**config.mk**
```make
export PLATFORM = sky130hd
export DESIGN_NAME = srpd_back
export DESIGN_NICKNAME = d
export VERILOG_FILES = /design/src/hdl/srpd_pkg.sv /design/src/hdl/srpd_back.sv
export SDC_FILE = /design/constraint.sdc
export NUM_CORES = 1
export LEC_CHECK = 0
export ABC_AREA = 1
export BUFFER_PORTS_ARGS = -buffer_cell sky130_fd_sc_hd__buf_2
export CORE_MARGIN = 2
export CORE_UTILIZATION = 44
export CTS_BUF_LIST = sky130_fd_sc_hd__clkbuf_2
export DETAILED_ROUTE_END_ITERATION = 16
export PLACE_DENSITY = 0.79
export SYNTH_ARGS = -nofsm -noshare
export SYNTH_HDL_FRONTEND = slang
export SYNTH_SLANG_ARGS = --single-unit
```
**constraint.sdc**
```tcl
create_clock -name clk -period 2.1 [get_ports clk]
set_input_delay 0.525 -clock clk [delete_from_list [all_inputs] [get_ports clk]]
set_output_delay 0.525 -clock clk [all_outputs]
set_load 0.03 [all_outputs]
```
**src/hdl/srpd_pkg.sv**
```systemverilog
// Package for the spectral phase ramp delay core: widths, codes, types,
// the arctangent table and the saturation helper. No dependencies.
package srpd_pkg;

  localparam int SAMPLE_W = 24;
  localparam int BIN_W    = 15;
  localparam int STEP_W   = 32;
  localparam int SIZE_W   = 5;
  localparam int MAX_LOG2 = 16;
  localparam int MULT_W   = MAX_LOG2;
  localparam int QW       = SAMPLE_W + 1;
  localparam int GUARD    = 16;
  localparam int KINV_W   = 31;
  localparam int PROD_W   = QW + KINV_W;
  localparam int XW       = 42;
  localparam int ZW       = 33;
  localparam int STEPS    = 30;
  localparam int IDX_W    = 5;
  localparam int RND_W    = XW - GUARD;

  localparam logic signed [KINV_W-1:0] KINV = 31'sd652032874;

  localparam logic [1:0] CFG_PHASE_STEP = 2'd0;
  localparam logic [1:0] CFG_SIZE_LOG2  = 2'd1;
  localparam logic [1:0] CFG_GEN_MODE   = 2'd2;

  localparam logic [1:0] QUAD_0 = 2'd0;
  localparam logic [1:0] QUAD_1 = 2'd1;
  localparam logic [1:0] QUAD_2 = 2'd2;
  localparam logic [1:0] QUAD_3 = 2'd3;

  typedef struct packed {
    logic [BIN_W-1:0]       bin;
    logic                   bin0;
    logic signed [QW-1:0]   dc;
    logic                   exact;
  } side_t;

  typedef struct packed {
    logic signed [XW-1:0] x;
    logic signed [XW-1:0] y;
    logic signed [ZW-1:0] z;
  } vec_t;

  function automatic logic [31:0] atan_lut(input logic [IDX_W-1:0] i);
    logic [31:0] r;
    case (i)
      5'd0:  r = 32'h20000000;  5'd1:  r = 32'h12E4051E;
      5'd2:  r = 32'h09FB385B;  5'd3:  r = 32'h051111D4;
      5'd4:  r = 32'h028B0D43;  5'd5:  r = 32'h0145D7E1;
      5'd6:  r = 32'h00A2F61E;  5'd7:  r = 32'h00517C55;
      5'd8:  r = 32'h0028BE53;  5'd9:  r = 32'h00145F2F;
      5'd10: r = 32'h000A2F98;  5'd11: r = 32'h000517CC;
      5'd12: r = 32'h00028BE6;  5'd13: r = 32'h000145F3;
      5'd14: r = 32'h0000A2FA;  5'd15: r = 32'h0000517D;
      5'd16: r = 32'h000028BE;  5'd17: r = 32'h0000145F;
      5'd18: r = 32'h00000A30;  5'd19: r = 32'h00000518;
      5'd20: r = 32'h0000028C;  5'd21: r = 32'h00000146;
      5'd22: r = 32'h000000A3;  5'd23: r = 32'h00000051;
      5'd24: r = 32'h00000029;  5'd25: r = 32'h00000014;
      5'd26: r = 32'h0000000A;  5'd27: r = 32'h00000005;
      5'd28: r = 32'h00000003;  5'd29: r = 32'h00000001;
      default: r = 32'h00000000;
    endcase
    return r;
  endfunction

  // Clamp a rounded value to the signed sample range.
  function automatic logic signed [SAMPLE_W-1:0] sat_sample(
      input logic signed [RND_W-1:0] v);
    logic signed [RND_W-1:0] hi;
    logic signed [RND_W-1:0] lo;
    hi = RND_W'((64'sd1 <<< (SAMPLE_W - 1)) - 64'sd1);
    lo = -RND_W'(64'sd1 <<< (SAMPLE_W - 1));
    if (v > hi) return hi[SAMPLE_W-1:0];
    if (v < lo) return lo[SAMPLE_W-1:0];
    return v[SAMPLE_W-1:0];
  endfunction

endpackage

```
**src/hdl/srpd_back.sv**
```systemverilog
// Output stage: round out of guard bits, saturate, place bin-zero fields.
// Uses srpd_pkg.
module srpd_back (
  input  logic                              clk,
  input  logic                              rst,
  input  logic                              advance,
  input  logic                              in_valid,
  input  srpd_pkg::side_t                   in_side,
  input  srpd_pkg::vec_t                    in_vec,
  output logic                              out_valid,
  output logic [srpd_pkg::BIN_W-1:0]        bin_number,
  output logic signed [srpd_pkg::SAMPLE_W-1:0] out_real,
  output logic signed [srpd_pkg::SAMPLE_W-1:0] out_imag
);
  import srpd_pkg::*;

  logic signed [XW-1:0]    tx, ty;
  logic signed [RND_W-1:0] rx, ry;
  logic signed [SAMPLE_W-1:0] sx, sy, sdc;

  always_comb begin
    tx  = in_vec.x + (XW'(1) <<< (GUARD - 1));
    ty  = in_vec.y + (XW'(1) <<< (GUARD - 1));
    rx  = tx[XW-1:GUARD];
    ry  = ty[XW-1:GUARD];
    sx  = sat_sample(rx);
    sy  = sat_sample(ry);
    sdc = sat_sample(RND_W'(in_side.dc));
  end

  always_ff @(posedge clk) begin
    if (rst) begin
      out_valid <= 1'b0;
    end else if (advance) begin
      out_valid <= in_valid;
    end
    if (advance) begin
      bin_number <= in_side.bin;
      out_real   <= in_side.bin0 ? sdc : sx;
      out_imag   <= in_side.bin0 ? sx : sy;
    end
  end

endmodule

```
==> summary.log <==
qor: job.timing.max_cap.violations 0
qor: yosys.synth-seq-area-share 38.9%
qor: yosys.post_synth_and_or_nand_nor_area_fraction 43.1%
qor: yosys.syn_nets 820
qor: cts.clk_latency 0.48 ns
qor: global_route.grtUsageTotal 22.5%
qor: detailed_routing.routed-via-count 5033
qor: min_path.min-delay-path-class in2reg
qor: yosys.adder_cell_share_of_the_synthesized_area 0.509%
qor: sta.hold_viol 0
qor: floorplan.die_w 110 µm
qor: floorplan.std_cell_rows 38
qor: sta.grt_setup_unrepaired no
qor: sta.worst_slew_margin_rel 58.9%
qor: worst_setup_path.reg2reg_setup_slack 1.50 ns
qor: sta.clock-skew-final 0 ns
qor: worst_setup_path.crit-reg2reg-capture out_valid$_SDFFE_PP0P_
qor: yosys.synth_ff_type edfxtp_1
qor: yosys.combinational_family_with_the_most_area_after_synthesis simple AND/OR/NAND/NOR gates
qor: yosys.netlist.top_cell.by_area edfxtp_1
qor: detailed_routing.drc 0
qor: cts.cts.htree.levels 3
qor: floorplan.floorplan.initialDensity 45.1%
qor: sta.layout_min_cycle_time 1.87 ns
qor: yosys.post_synth_main_area_contributors edfxtp_1 39%, nand2_1 24%, nand2_2 4.7%, nand2_4 4.4%, xor2_1 4.3%
qor: cts.cts_resized 0
qor: layout.nFillCells 1008
qor: floorplan.placeableCoreArea 0.0109 mm²
qor: layout.area.sequential 0.00191 mm²
qor: yosys.yosysMostFrequentCell nand2_1
qor: yosys.syn_inst 655
qor: floorplan.die_y 110 µm
qor: cts.worst_setup_hold_path_clk_slew 0.18 ns
qor: yosys.muxShareOfSynthArea 0.204%
qor: global_route.gr-total-overflow 0
qor: worst_setup_path.worst_flop_to_flop_path_startpoint out_valid$_SDFFE_PP0P_
qor: global_route.first_global_vias 4713
qor: yosys.yosys.area.top_type_share 38.5%
qor: yosys.synthesis.area_per_instance 7.50 µm²
qor: detailed_routing.drt.antenna.violating_nets 0
qor: worst_setup_path.worst-endpoint-required 2.36 ns
qor: worst_setup_path.r2r.worst_path.cells 2
qor: worst_setup_path.crit_end out_imag[20]$_DFFE_PP_
qor: sta.final-setup-viol-count 0
qor: layout.final_area 0.00663 mm²
qor: yosys.yosys_warnings 0
qor: yosys.synthArstFlopShare 0%
qor: pwr.p_per_area 505 mW/mm²
qor: cts.cts_made_buffers 9
qor: place.numPortBuffers 162
qor: cts.cts.sink_count 64
qor: sta.final_min_period_over_clock_period 89.0%
qor: floorplan.die_area 0.0120 mm²
qor: yosys.number_of_synthesized_flops_with_an_enable_pin 63
qor: status.status completed
qor: detailed_routing.detailedRoute.firstPassIterationCount 5
qor: pwr.total_leakage_power 3.55 nW
qor: layout.fin_nets 1077
qor: detailed_routing.route.final.wire_length 13500 µm
qor: yosys.synth-xor-area-share 7.13%
qor: worst_setup_path.cp_startpoint in_vec[48]
qor: sta.fmax 0.535 GHz
qor: sta.max_slew.worst_pin.slew 0.616 ns
qor: worst_setup_path.endpoint_kind register
qor: cts.post_cts.repair.setup_buffers 0
qor: layout.final_util 60.9%
qor: layout.drive_gt1_share 39.1%
qor: floorplan.top_level_ports 227
qor: detailed_routing.post_drt_wl_per_cell 12.7 µm
qor: worst_setup_path.crit_type in2reg
qor: worst_setup_path.setup.worst_path.start_class input port
qor: layout.insertedDiodeCount 0
qor: yosys.postSynthRegisterBits 64
qor: sta.drv_slew 0
qor: cts.cts.root.buffer_cell clkbuf_2
qor: yosys.synthesis.area 0.00491 mm²
qor: layout.multi_input_area 0.00264 mm²
qor: place.place_area 0.00655 mm²
qor: worst_setup_path.highest_fanout_seen_on_the_critical_path 23
qor: cts.clock_path_buffers 2
qor: worst_setup_path.timing.critical_path.arrival 2.12 ns
qor: yosys.ys_types 30
qor: yosys.compound_gate_fraction_of_synth_area 2.88%
qor: detailed_routing.initialDrtViolationCount 376
qor: global_route.wire_length_of_the_first_global_routing_pass 21100 µm
qor: pwr.irDropWorstVdd 0.000344 V
qor: cts.cts.hold.buffers_added 0
qor: place.hpwl 11000 µm
qor: global_route.antenna_violations_before_repair 0
qor: global_route.grt_max_degree 65
qor: place.gp_congestion 0.855
qor: layout.area_delta_synth_final 35.0%
qor: cts.cts_tree done
qor: yosys.yosys-top-cells-count 311 x nand2_1, 63 x edfxtp_1, 43 x nor2_1, 37 x inv_1, 37 x nand2_2
qor: detailed_routing.via_per_inst 4.76
[per-layer routing]
metal,vias to the layer above,track usage [%],part of all wire [%]
met1,2256,27.2,41
met2,172,41.4,51
met3,32,2.31,5.4
li1,2573,-,-
met5,-,0,0
met4,0,7.69,2.5
[sequential cells by signal, indices dropped and copies added (netlist names)]
name and cells:
bin_number 15, out_real 24, out_valid 1, out_imag 24
[cells in the final DEF, fill, tap and decap left out, types with 2 or more instances in the layout]
| master | instances |
|---|---|
| buf_12 | 4 |
| buf_2 | 162 |
| buf_4 | 104 |
| clkbuf_2 | 11 |
| clkinv_2 | 3 |
| edfxtp_1 | 63 |
| ha_1 | 2 |
| inv_1 | 37 |
| inv_2 | 3 |
| nand2_1 | 311 |
| nand2_2 | 37 |
| nand2_4 | 19 |
| nand3_1 | 16 |
| nand3b_1 | 4 |
| nand4_1 | 7 |
| nor2_1 | 43 |
| nor2_2 | 5 |
| nor2_4 | 5 |
| nor3_1 | 7 |
| o21ai_0 | 25 |
| xnor2_1 | 16 |
| xor2_1 | 24 |
[cell type report]
class                      instances  area share, %
clock buffer                      11          0.830
clock inverter                     5          0.396
inverter                          40           2.26
multi-input combinational        527           39.9
sequential                        64           28.8
tap                              140           2.64
timing repair buffer             270           25.2
[report_power, final]
| group | leakage, nW | switching, W | total [W] | internal (W) |
|---|---|---|---|---|
| Sequential | 0.624 | 0.0000339 | 0.00159 | 0.00155 |
| Clock | 0.0591 | 0.000451 | 0.000607 | 0.000156 |
| Combinational | 2.86 | 0.000739 | 0.00115 | 0.000416 |
[how the worst min path moves through the flow]
stage | from | to | slack (ns) | cells past startpoint
final | rst | out_valid$_SDFFE_PP0P_ | 0.17 | 2
after global routing | rst | out_valid$_SDFFE_PP0P_ | 0.14 | 2
after CTS | rst | out_valid$_SDFFE_PP0P_ | 0.15 | 2
after detailed placement | out_valid$_SDFFE_PP0P_ | out_valid$_SDFFE_PP0P_ | 0.49 | 2
after global placement | out_valid$_SDFFE_PP0P_ | out_valid$_SDFFE_PP0P_ | 0.47 | 2
after floorplan | rst | out_valid$_SDFFE_PP0P_ | 0.60 | 1
[per-stage QoR]
| step | total power, W | setup TNS [ns] | cells | hold WS, ns | setup WS [ns] |
|---|---|---|---|---|---|
| after floorplan | 0.00230 | 0 | 655 | 0.597 | 0.0321 |
| after global placement | 0.00275 | -8.50 | 1041 | 0.468 | -0.250 |
| after detailed placement | 0.00278 | -10.61 | 1041 | 0.493 | -0.289 |
| after CTS | 0.00336 | 0 | 1057 | 0.151 | 0.247 |
| after global routing | 0.00351 | 0 | 1057 | 0.140 | 0.0152 |
| final | 0.00335 | 0 | 1057 | 0.167 | 0.231 |
[critical path, stage by stage]
cell and delay (ns):
buf_2 0.09, ha_1 0.16, nand2_1 0.07, nor2_2 0.11, nand2_2 0.11, inv_1 0.10, nand2_1 0.06, nand2_1 0.07
nand2_2 0.07, o21ai_4 0.49, nand2_1 0.14, nand2_1 0.08, nand2_1 0.05
[cells by family (layout without fill, tap and decap cells)]
logic type / after synthesis / in the layout
buf+inv: 64 / 326
fa+ha+maj: 2 / 2
flops: 64 / 64
mux: 1 / 1
simple gates: 458 / 458
xor+xnor: 40 / 40
compound gates: 26 / 26
(Power assumes the default switching activity.)
