<file path="config.mk">
export PLATFORM = sky130hd
export DESIGN_NAME = srpd_front
export DESIGN_NICKNAME = d
export VERILOG_FILES = /design/src/hdl/srpd_pkg.sv /design/src/hdl/srpd_front.sv
export SDC_FILE = /design/constraint.sdc
export NUM_CORES = 2
export LEC_CHECK = 0
export ABC_AREA = 0
export BUFFER_PORTS_ARGS = -buffer_cell sky130_fd_sc_hd__buf_2
export CORE_UTILIZATION = 47
export DETAILED_ROUTE_END_ITERATION = 8
export RECOVER_POWER = 25
export SETUP_SLACK_MARGIN = 0.4
export SYNTH_ARGS = -nofsm -noshare
export SYNTH_HDL_FRONTEND = slang
export SYNTH_SLANG_ARGS = --single-unit
</file>
<file path="constraint.sdc">
create_clock -name clk -period 13.3 [get_ports clk]
set_input_delay 3.325 -clock clk [delete_from_list [all_inputs] [get_ports clk]]
set_output_delay 3.325 -clock clk [all_outputs]
set_load 0.01 [all_outputs]
</file>
<file path="src/hdl/srpd_pkg.sv">
// Package for the spectral phase ramp delay core: widths, codes, types,
// the arctangent table and the saturation helper. No dependencies.
package srpd_pkg;

  localparam int SAMPLE_W = 24;
  localparam int BIN_W    = 15;
  localparam int STEP_W   = 32;
  localparam int SIZE_W   = 5;
  localparam int MAX_LOG2 = 16;
  localparam int MULT_W   = MAX_LOG2;
  localparam int QW       = SAMPLE_W + 1;
  localparam int GUARD    = 16;
  localparam int KINV_W   = 31;
  localparam int PROD_W   = QW + KINV_W;
  localparam int XW       = 42;
  localparam int ZW       = 33;
  localparam int STEPS    = 30;
  localparam int IDX_W    = 5;
  localparam int RND_W    = XW - GUARD;

  localparam logic signed [KINV_W-1:0] KINV = 31'sd652032874;

  localparam logic [1:0] CFG_PHASE_STEP = 2'd0;
  localparam logic [1:0] CFG_SIZE_LOG2  = 2'd1;
  localparam logic [1:0] CFG_GEN_MODE   = 2'd2;

  localparam logic [1:0] QUAD_0 = 2'd0;
  localparam logic [1:0] QUAD_1 = 2'd1;
  localparam logic [1:0] QUAD_2 = 2'd2;
  localparam logic [1:0] QUAD_3 = 2'd3;

  typedef struct packed {
    logic [BIN_W-1:0]       bin;
    logic                   bin0;
    logic signed [QW-1:0]   dc;
    logic                   exact;
  } side_t;

  typedef struct packed {
    logic signed [XW-1:0] x;
    logic signed [XW-1:0] y;
    logic signed [ZW-1:0] z;
  } vec_t;

  function automatic logic [31:0] atan_lut(input logic [IDX_W-1:0] i);
    logic [31:0] r;
    case (i)
      5'd0:  r = 32'h20000000;  5'd1:  r = 32'h12E4051E;
      5'd2:  r = 32'h09FB385B;  5'd3:  r = 32'h051111D4;
      5'd4:  r = 32'h028B0D43;  5'd5:  r = 32'h0145D7E1;
      5'd6:  r = 32'h00A2F61E;  5'd7:  r = 32'h00517C55;
      5'd8:  r = 32'h0028BE53;  5'd9:  r = 32'h00145F2F;
      5'd10: r = 32'h000A2F98;  5'd11: r = 32'h000517CC;
      5'd12: r = 32'h00028BE6;  5'd13: r = 32'h000145F3;
      5'd14: r = 32'h0000A2FA;  5'd15: r = 32'h0000517D;
      5'd16: r = 32'h000028BE;  5'd17: r = 32'h0000145F;
      5'd18: r = 32'h00000A30;  5'd19: r = 32'h00000518;
      5'd20: r = 32'h0000028C;  5'd21: r = 32'h00000146;
      5'd22: r = 32'h000000A3;  5'd23: r = 32'h00000051;
      5'd24: r = 32'h00000029;  5'd25: r = 32'h00000014;
      5'd26: r = 32'h0000000A;  5'd27: r = 32'h00000005;
      5'd28: r = 32'h00000003;  5'd29: r = 32'h00000001;
      default: r = 32'h00000000;
    endcase
    return r;
  endfunction

  // Clamp a rounded value to the signed sample range.
  function automatic logic signed [SAMPLE_W-1:0] sat_sample(
      input logic signed [RND_W-1:0] v);
    logic signed [RND_W-1:0] hi;
    logic signed [RND_W-1:0] lo;
    hi = RND_W'((64'sd1 <<< (SAMPLE_W - 1)) - 64'sd1);
    lo = -RND_W'(64'sd1 <<< (SAMPLE_W - 1));
    if (v > hi) return hi[SAMPLE_W-1:0];
    if (v < lo) return lo[SAMPLE_W-1:0];
    return v[SAMPLE_W-1:0];
  endfunction

endpackage

</file>
<file path="src/hdl/srpd_front.sv">
// Front end: phase multiply, quadrant fold with 1/K prescale multiply,
// and prescale rounding. Three register stages. Uses srpd_pkg.
module srpd_front (
  input  logic                              clk,
  input  logic                              rst,
  input  logic                              advance,
  input  logic                              in_valid,
  input  logic [srpd_pkg::BIN_W-1:0]        bin_index,
  input  logic signed [srpd_pkg::SAMPLE_W-1:0] in_real,
  input  logic signed [srpd_pkg::SAMPLE_W-1:0] in_imag,
  input  logic [srpd_pkg::STEP_W-1:0]       phase_step,
  input  logic [srpd_pkg::SIZE_W-1:0]       size_log2,
  input  logic                              generate_mode,
  output logic                              out_valid,
  output srpd_pkg::side_t                   out_side,
  output srpd_pkg::vec_t                    out_vec
);
  import srpd_pkg::*;

  // stage A
  logic                   a_valid;
  side_t                  a_side;
  logic signed [QW-1:0]   a_x, a_y;
  logic [31:0]            a_angle;
  // stage B
  logic                   b_valid;
  side_t                  b_side;
  logic signed [QW-1:0]   b_qx, b_qy;
  logic signed [PROD_W-1:0] b_px, b_py;
  logic [29:0]            b_z;

  logic [SIZE_W-1:0]      l_clamp;
  logic [MULT_W-1:0]      half, mult;
  logic signed [QW-1:0]   one, src_re, src_im;
  logic                   is_bin0;
  logic signed [QW-1:0]   qx, qy;
  logic signed [PROD_W-1:0] rx, ry;
  logic signed [XW-1:0]   ex, ey;

  always_comb begin
    one     = QW'(1) <<< (SAMPLE_W - 1);
    is_bin0 = (bin_index == '0);
    l_clamp = (size_log2 > SIZE_W'(MAX_LOG2)) ? SIZE_W'(MAX_LOG2) : size_log2;
    half    = (l_clamp == '0) ? '0 : (MULT_W'(1) << (l_clamp - SIZE_W'(1)));
    mult    = is_bin0 ? half : MULT_W'(bin_index);
    src_re  = generate_mode ? one : QW'(in_real);
    src_im  = generate_mode ? one : QW'(in_imag);
  end

  always_ff @(posedge clk) begin
    if (rst) begin
      a_valid <= 1'b0;
    end else if (advance) begin
      a_valid <= in_valid;
    end
    if (advance) begin
      a_side.bin   <= bin_index;
      a_side.bin0  <= is_bin0;
      a_side.dc    <= src_re;
      a_side.exact <= 1'b0;
      // bin zero rotates (Nyquist + 0j); the unit phasor has no imaginary part
      a_x          <= is_bin0 ? src_im : src_re;
      a_y          <= (is_bin0 || generate_mode) ? '0 : src_im;
      a_angle      <= 32'(mult * phase_step);
    end
  end

  // quarter-turn rotation by swaps and negations
  always_comb begin
    case (a_angle[31:30])
      QUAD_1: begin qx = -a_y; qy = a_x;  end
      QUAD_2: begin qx = -a_x; qy = -a_y; end
      QUAD_3: begin qx = a_y;  qy = -a_x; end
      default: begin qx = a_x; qy = a_y; end
    endcase
  end

  always_ff @(posedge clk) begin
    if (rst) begin
      b_valid <= 1'b0;
    end else if (advance) begin
      b_valid <= a_valid;
    end
    if (advance) begin
      b_side       <= a_side;
      b_side.exact <= (a_angle[29:0] == '0);
      b_qx         <= qx;
      b_qy         <= qy;
      b_px         <= PROD_W'(qx) * PROD_W'(KINV);
      b_py         <= PROD_W'(qy) * PROD_W'(KINV);
      b_z          <= a_angle[29:0];
    end
  end

  always_comb begin
    rx = b_px + (PROD_W'(1) <<< (30 - GUARD - 1));
    ry = b_py + (PROD_W'(1) <<< (30 - GUARD - 1));
    ex = XW'(b_qx) <<< GUARD;
    ey = XW'(b_qy) <<< GUARD;
  end

  always_ff @(posedge clk) begin
    if (rst) begin
      out_valid <= 1'b0;
    end else if (advance) begin
      out_valid <= b_valid;
    end
    if (advance) begin
      out_side  <= b_side;
      out_vec.x <= b_side.exact ? ex : XW'(rx >>> (30 - GUARD));
      out_vec.y <= b_side.exact ? ey : XW'(ry >>> (30 - GUARD));
      out_vec.z <= ZW'(b_z);
    end
  end

endmodule

</file>
==> run summary <==
The run finished, with violations left. The final reports fail on max-capacitance violations, max-slew violations. The floorplan die width is 350 um.

The first global-routing pass estimated 234000 um of wire. Detailed placement finished with a half-perimeter wire length of 126000 um. The number of buffers and inverters on the critical path is 4.

The fraction of post-synthesis cell area in the top cell type by area came out at 32.7%. The number of design rule violations left after detail routing came out at 0. The global placer's final weighted congestion came out at 0.963.

TritonCTS built the clock tree. The die covers 0.122 mm2. The number of cells in the finished layout apart from fillers is 7198. The required arrival time at the worst endpoint is 13.69 ns. The H-tree generated during clock tree synthesis spans 2 levels.

Across the routed clock network, the largest skew measured is 0.0449 ns. The post-synthesis async set-or-reset flop share came out at 0%. The area of all placed cells without fillers came out at 0.0619 mm2. The total overflow reported by the global router is 0. The maximum net fanout on the critical path is 76. The element type at the critical path start is a flop. The number of antenna violations at the first check in global routing is 17. The standard cell area after detailed placement is 0.0601 mm2. The combined global-route utilization of all metal layers is 25.4%.

The maximum clock frequency came out at 0.0844 GHz. The row count is 127. During I/O placement, the number of pins put on the boundary was 265. For the worst setup path, the data arrival time is 12.23 ns.

The worst path meets setup with 1.45 ns of slack. The final wirelength came out at 150000 um. On the critical path the largest part of the delay comes from adder cells. Yosys mapped a number of flops with a built-in enable equal to 487.

The tree is rooted in a clkbuf_16. The area growth from synthesis to layout is 8.99%. The setup slack after placement is 1.33 ns. The number of instances in the placed design came out at 7090. The final number of max-transition violations is 213. Setup repair after global routing left no endpoint under its margin.

The final layout contains 7138 nets. Summed over all failing endpoints, the final setup total negative slack is 0 ns. The total number of vias came out at 36800. In the post-synthesis netlist, the biggest area contributors are fa_1 (33%), edfxtp_1 (26%), ha_1 (13%).

Before antenna repair, the detailed router went through 5 iterations. The number of buffers created by CTS is 55. Clock-pin slew was measured on the worst setup and hold paths at 0.06 ns.

The maximum number of pins on one net before global-route repair came out at 139. The number of distinct library cells after synthesis is 79. The tree built by TritonCTS fans out to 490 sinks. The number of global-route vias before repair was 38800. The post-detailed-route wirelength per cell is 20.8 um.

The number of resized instances in the post-cts repair step is 0. The maximum number of buffers from clock root to sink is 3. Among all flip-flop cells after synthesis, the most frequent one is edfxtp_1.

The number of hold buffers added after CTS is 0. The number of warnings issued by yosys is 0. The largest individual stage delay along the critical path comes from the cell clkbuf_1. The clock latency reported for the late side of the worst-skew pair came out at 0.67 ns. The slew at the pin closest to its max-slew limit is 3.03 ns. The sequential fraction of the synthesis area came out at 25.9%. The min-delay analysis places its worst path in the category reg2reg. Summed over all instances, the cell type with the most area after synthesis is fa_1.

The shortest period the worst path allows came out at 11.85 ns. The count of maximum capacitance violations came out at 3. In this run the tightest slew margin relative to its limit is -102%. Averaged over all synthesized cells, the footprint is 10.7 um2. The core footprint came out at 0.120 mm2.

The kind of critical path is reg2reg. For this run, the slowest stage of the critical path takes 2.15 ns. The number of endpoints failing setup at the final stage is 0. The post-CTS setup-driven buffer insertion count is 0.

The worst setup path is captured at a flop. The share of the cycle needed by the critical path after routing came out at 89.1%. The proportion of layout cells with a drive suffix above 1 came out at 7.51%. The mapped cell area is 0.0568 mm2. The number of hold-slack violations in the final timing report was 0. The most numerous cell on the critical path is fa_1. The number of I/O port buffers came out at 261. The violation count after the first detailed-route iteration is 2250. The flip-flop and latch count after synthesis came out at 490. The mean number of vias per cell is 5.11.

Once detail routing completed, the nets flagged for antenna violations numbered 0. The post-synthesis instance total came out at 5290. Once the floorplan was initialized, standard cells occupied 47.4% of the core.

The die outline height is 350 um.
kinds of logic (layout without fill, tap and decap cells):
| logic type | Yosys count | count (layout) | synth area share [%] |
|---|---|---|---|
| AOI/OAI and AO/OA | 492 | 492 | 5.45 |
| xor gates and xnor gates | 268 | 268 | 4.18 |
| adders and majority gates | 1498 | 1498 | 45.3 |
| buffers and inverters | 1402 | 1689 | 9.29 |
| DFF | 490 | 490 | 25.9 |
| muxes | 16 | 16 | 0.295 |
| other | 1 | 10 | 0.00660 |
| and+or+nand+nor | 1123 | 1123 | 9.66 |
registers in the layout (all words and copies together) (netlist names), 25 cells and up:
signal / cells
out_vec: 114
a_angle: 32
b_qx: 25
b_py: 43
a_side: 41
b_px: 43
b_side: 42
b_z: 30
out_side: 42
a_x: 25
a_y: 25
b_qy: 25
cell type report:
| class | count | area (um2) |
|---|---|---|
| fillers | 11000 | 57900 |
| multi-input cells | 3400 | 36900 |
| flip-flops and latches | 490 | 14700 |
| inverters | 1278 | 4800 |
| well taps | 1612 | 2020 |
| repair buffers | 310 | 1610 |
| clock buffers | 70 | 1480 |
| clock inverters | 31 | 414 |
| diodes | 7 | 17.5 |
synthesized netlist by cell type, drive strengths merged, types with 3 or more instances:
master	instances
o21a	34
nor2	137
or2	23
dfxtp	3
nor2b	51
edfxtp	487
a221oi	5
a31oi	11
and2	203
or3	14
a21oi	140
fa	928
o21ai	144
o41ai	7
buf	17
a41o	4
a211oi	8
inv	1278
o22a	3
clkbuf	107
a211o	4
nand2	471
a21boi	7
o31ai	14
ha	570
a31o	10
nand4	35
a221o	4
nand3	50
a311o	3
o21bai	20
and4	11
xor2	115
mux2i	10
mux2	6
nand2b	25
or4	4
nor4	18
nor3b	3
a21o	53
and3	38
xnor2	151
nor3	34
worst paths after layout:
path,endpoint,cells past startpoint,slack [ns],from
hold reg to reg,b_side[18]$_DFFE_PP_,0,0.40,a_side[18]$_DFFE_PP_
setup / recovery,b_px[51]$_DFFE_PP_,25,1.45,a_angle[31]$_DFFE_PP_
setup reg to reg,b_px[51]$_DFFE_PP_,25,1.45,a_angle[31]$_DFFE_PP_
hold / removal,b_side[18]$_DFFE_PP_,0,0.40,a_side[18]$_DFFE_PP_
metal layers:
| layer | part of all wire (%) | GRT usage [%] | vias up |
|---|---|---|---|
| met1 | 46 | 36.4 | 18600 |
| li1 | - | - | 17100 |
| met4 | 2.4 | 6.08 | 10 |
| met3 | 5.5 | 3.62 | 169 |
| met5 | 0.046 | 0 | - |
| met2 | 46 | 40.9 | 936 |
placed cells by master, fill, tap and decap left out, types with 32 or more instances in the layout:
cell type     n
a21o_1       52
fa_1        928
nor3_1       32
nand3_1      50
buf_2       245
ha_1        570
nand4_1      34
a21oi_1     139
xnor2_1     151
clkbuf_16    56
clkbuf_1     45
o21ai_0     133
inv_1      1278
nor2_1      137
and2_1      203
nor2b_1      51
xor2_1      115
and3_1       38
edfxtp_1    487
o21a_1       34
nand2_1     471
through the flow:
stage	hold WS, ns	utilization [%]
6_report	0.404	51.7
5_1_grt	0.419	51.7
4_1_cts	0.411	51.7
3_5_place_dp	0.405	50.1
3_3_place_gp	0.400	50.1
2_1_floorplan	0.400	-
Power is not shown: default switching activity piles up to over one toggle a cycle in this logic, so the estimate is an artifact.
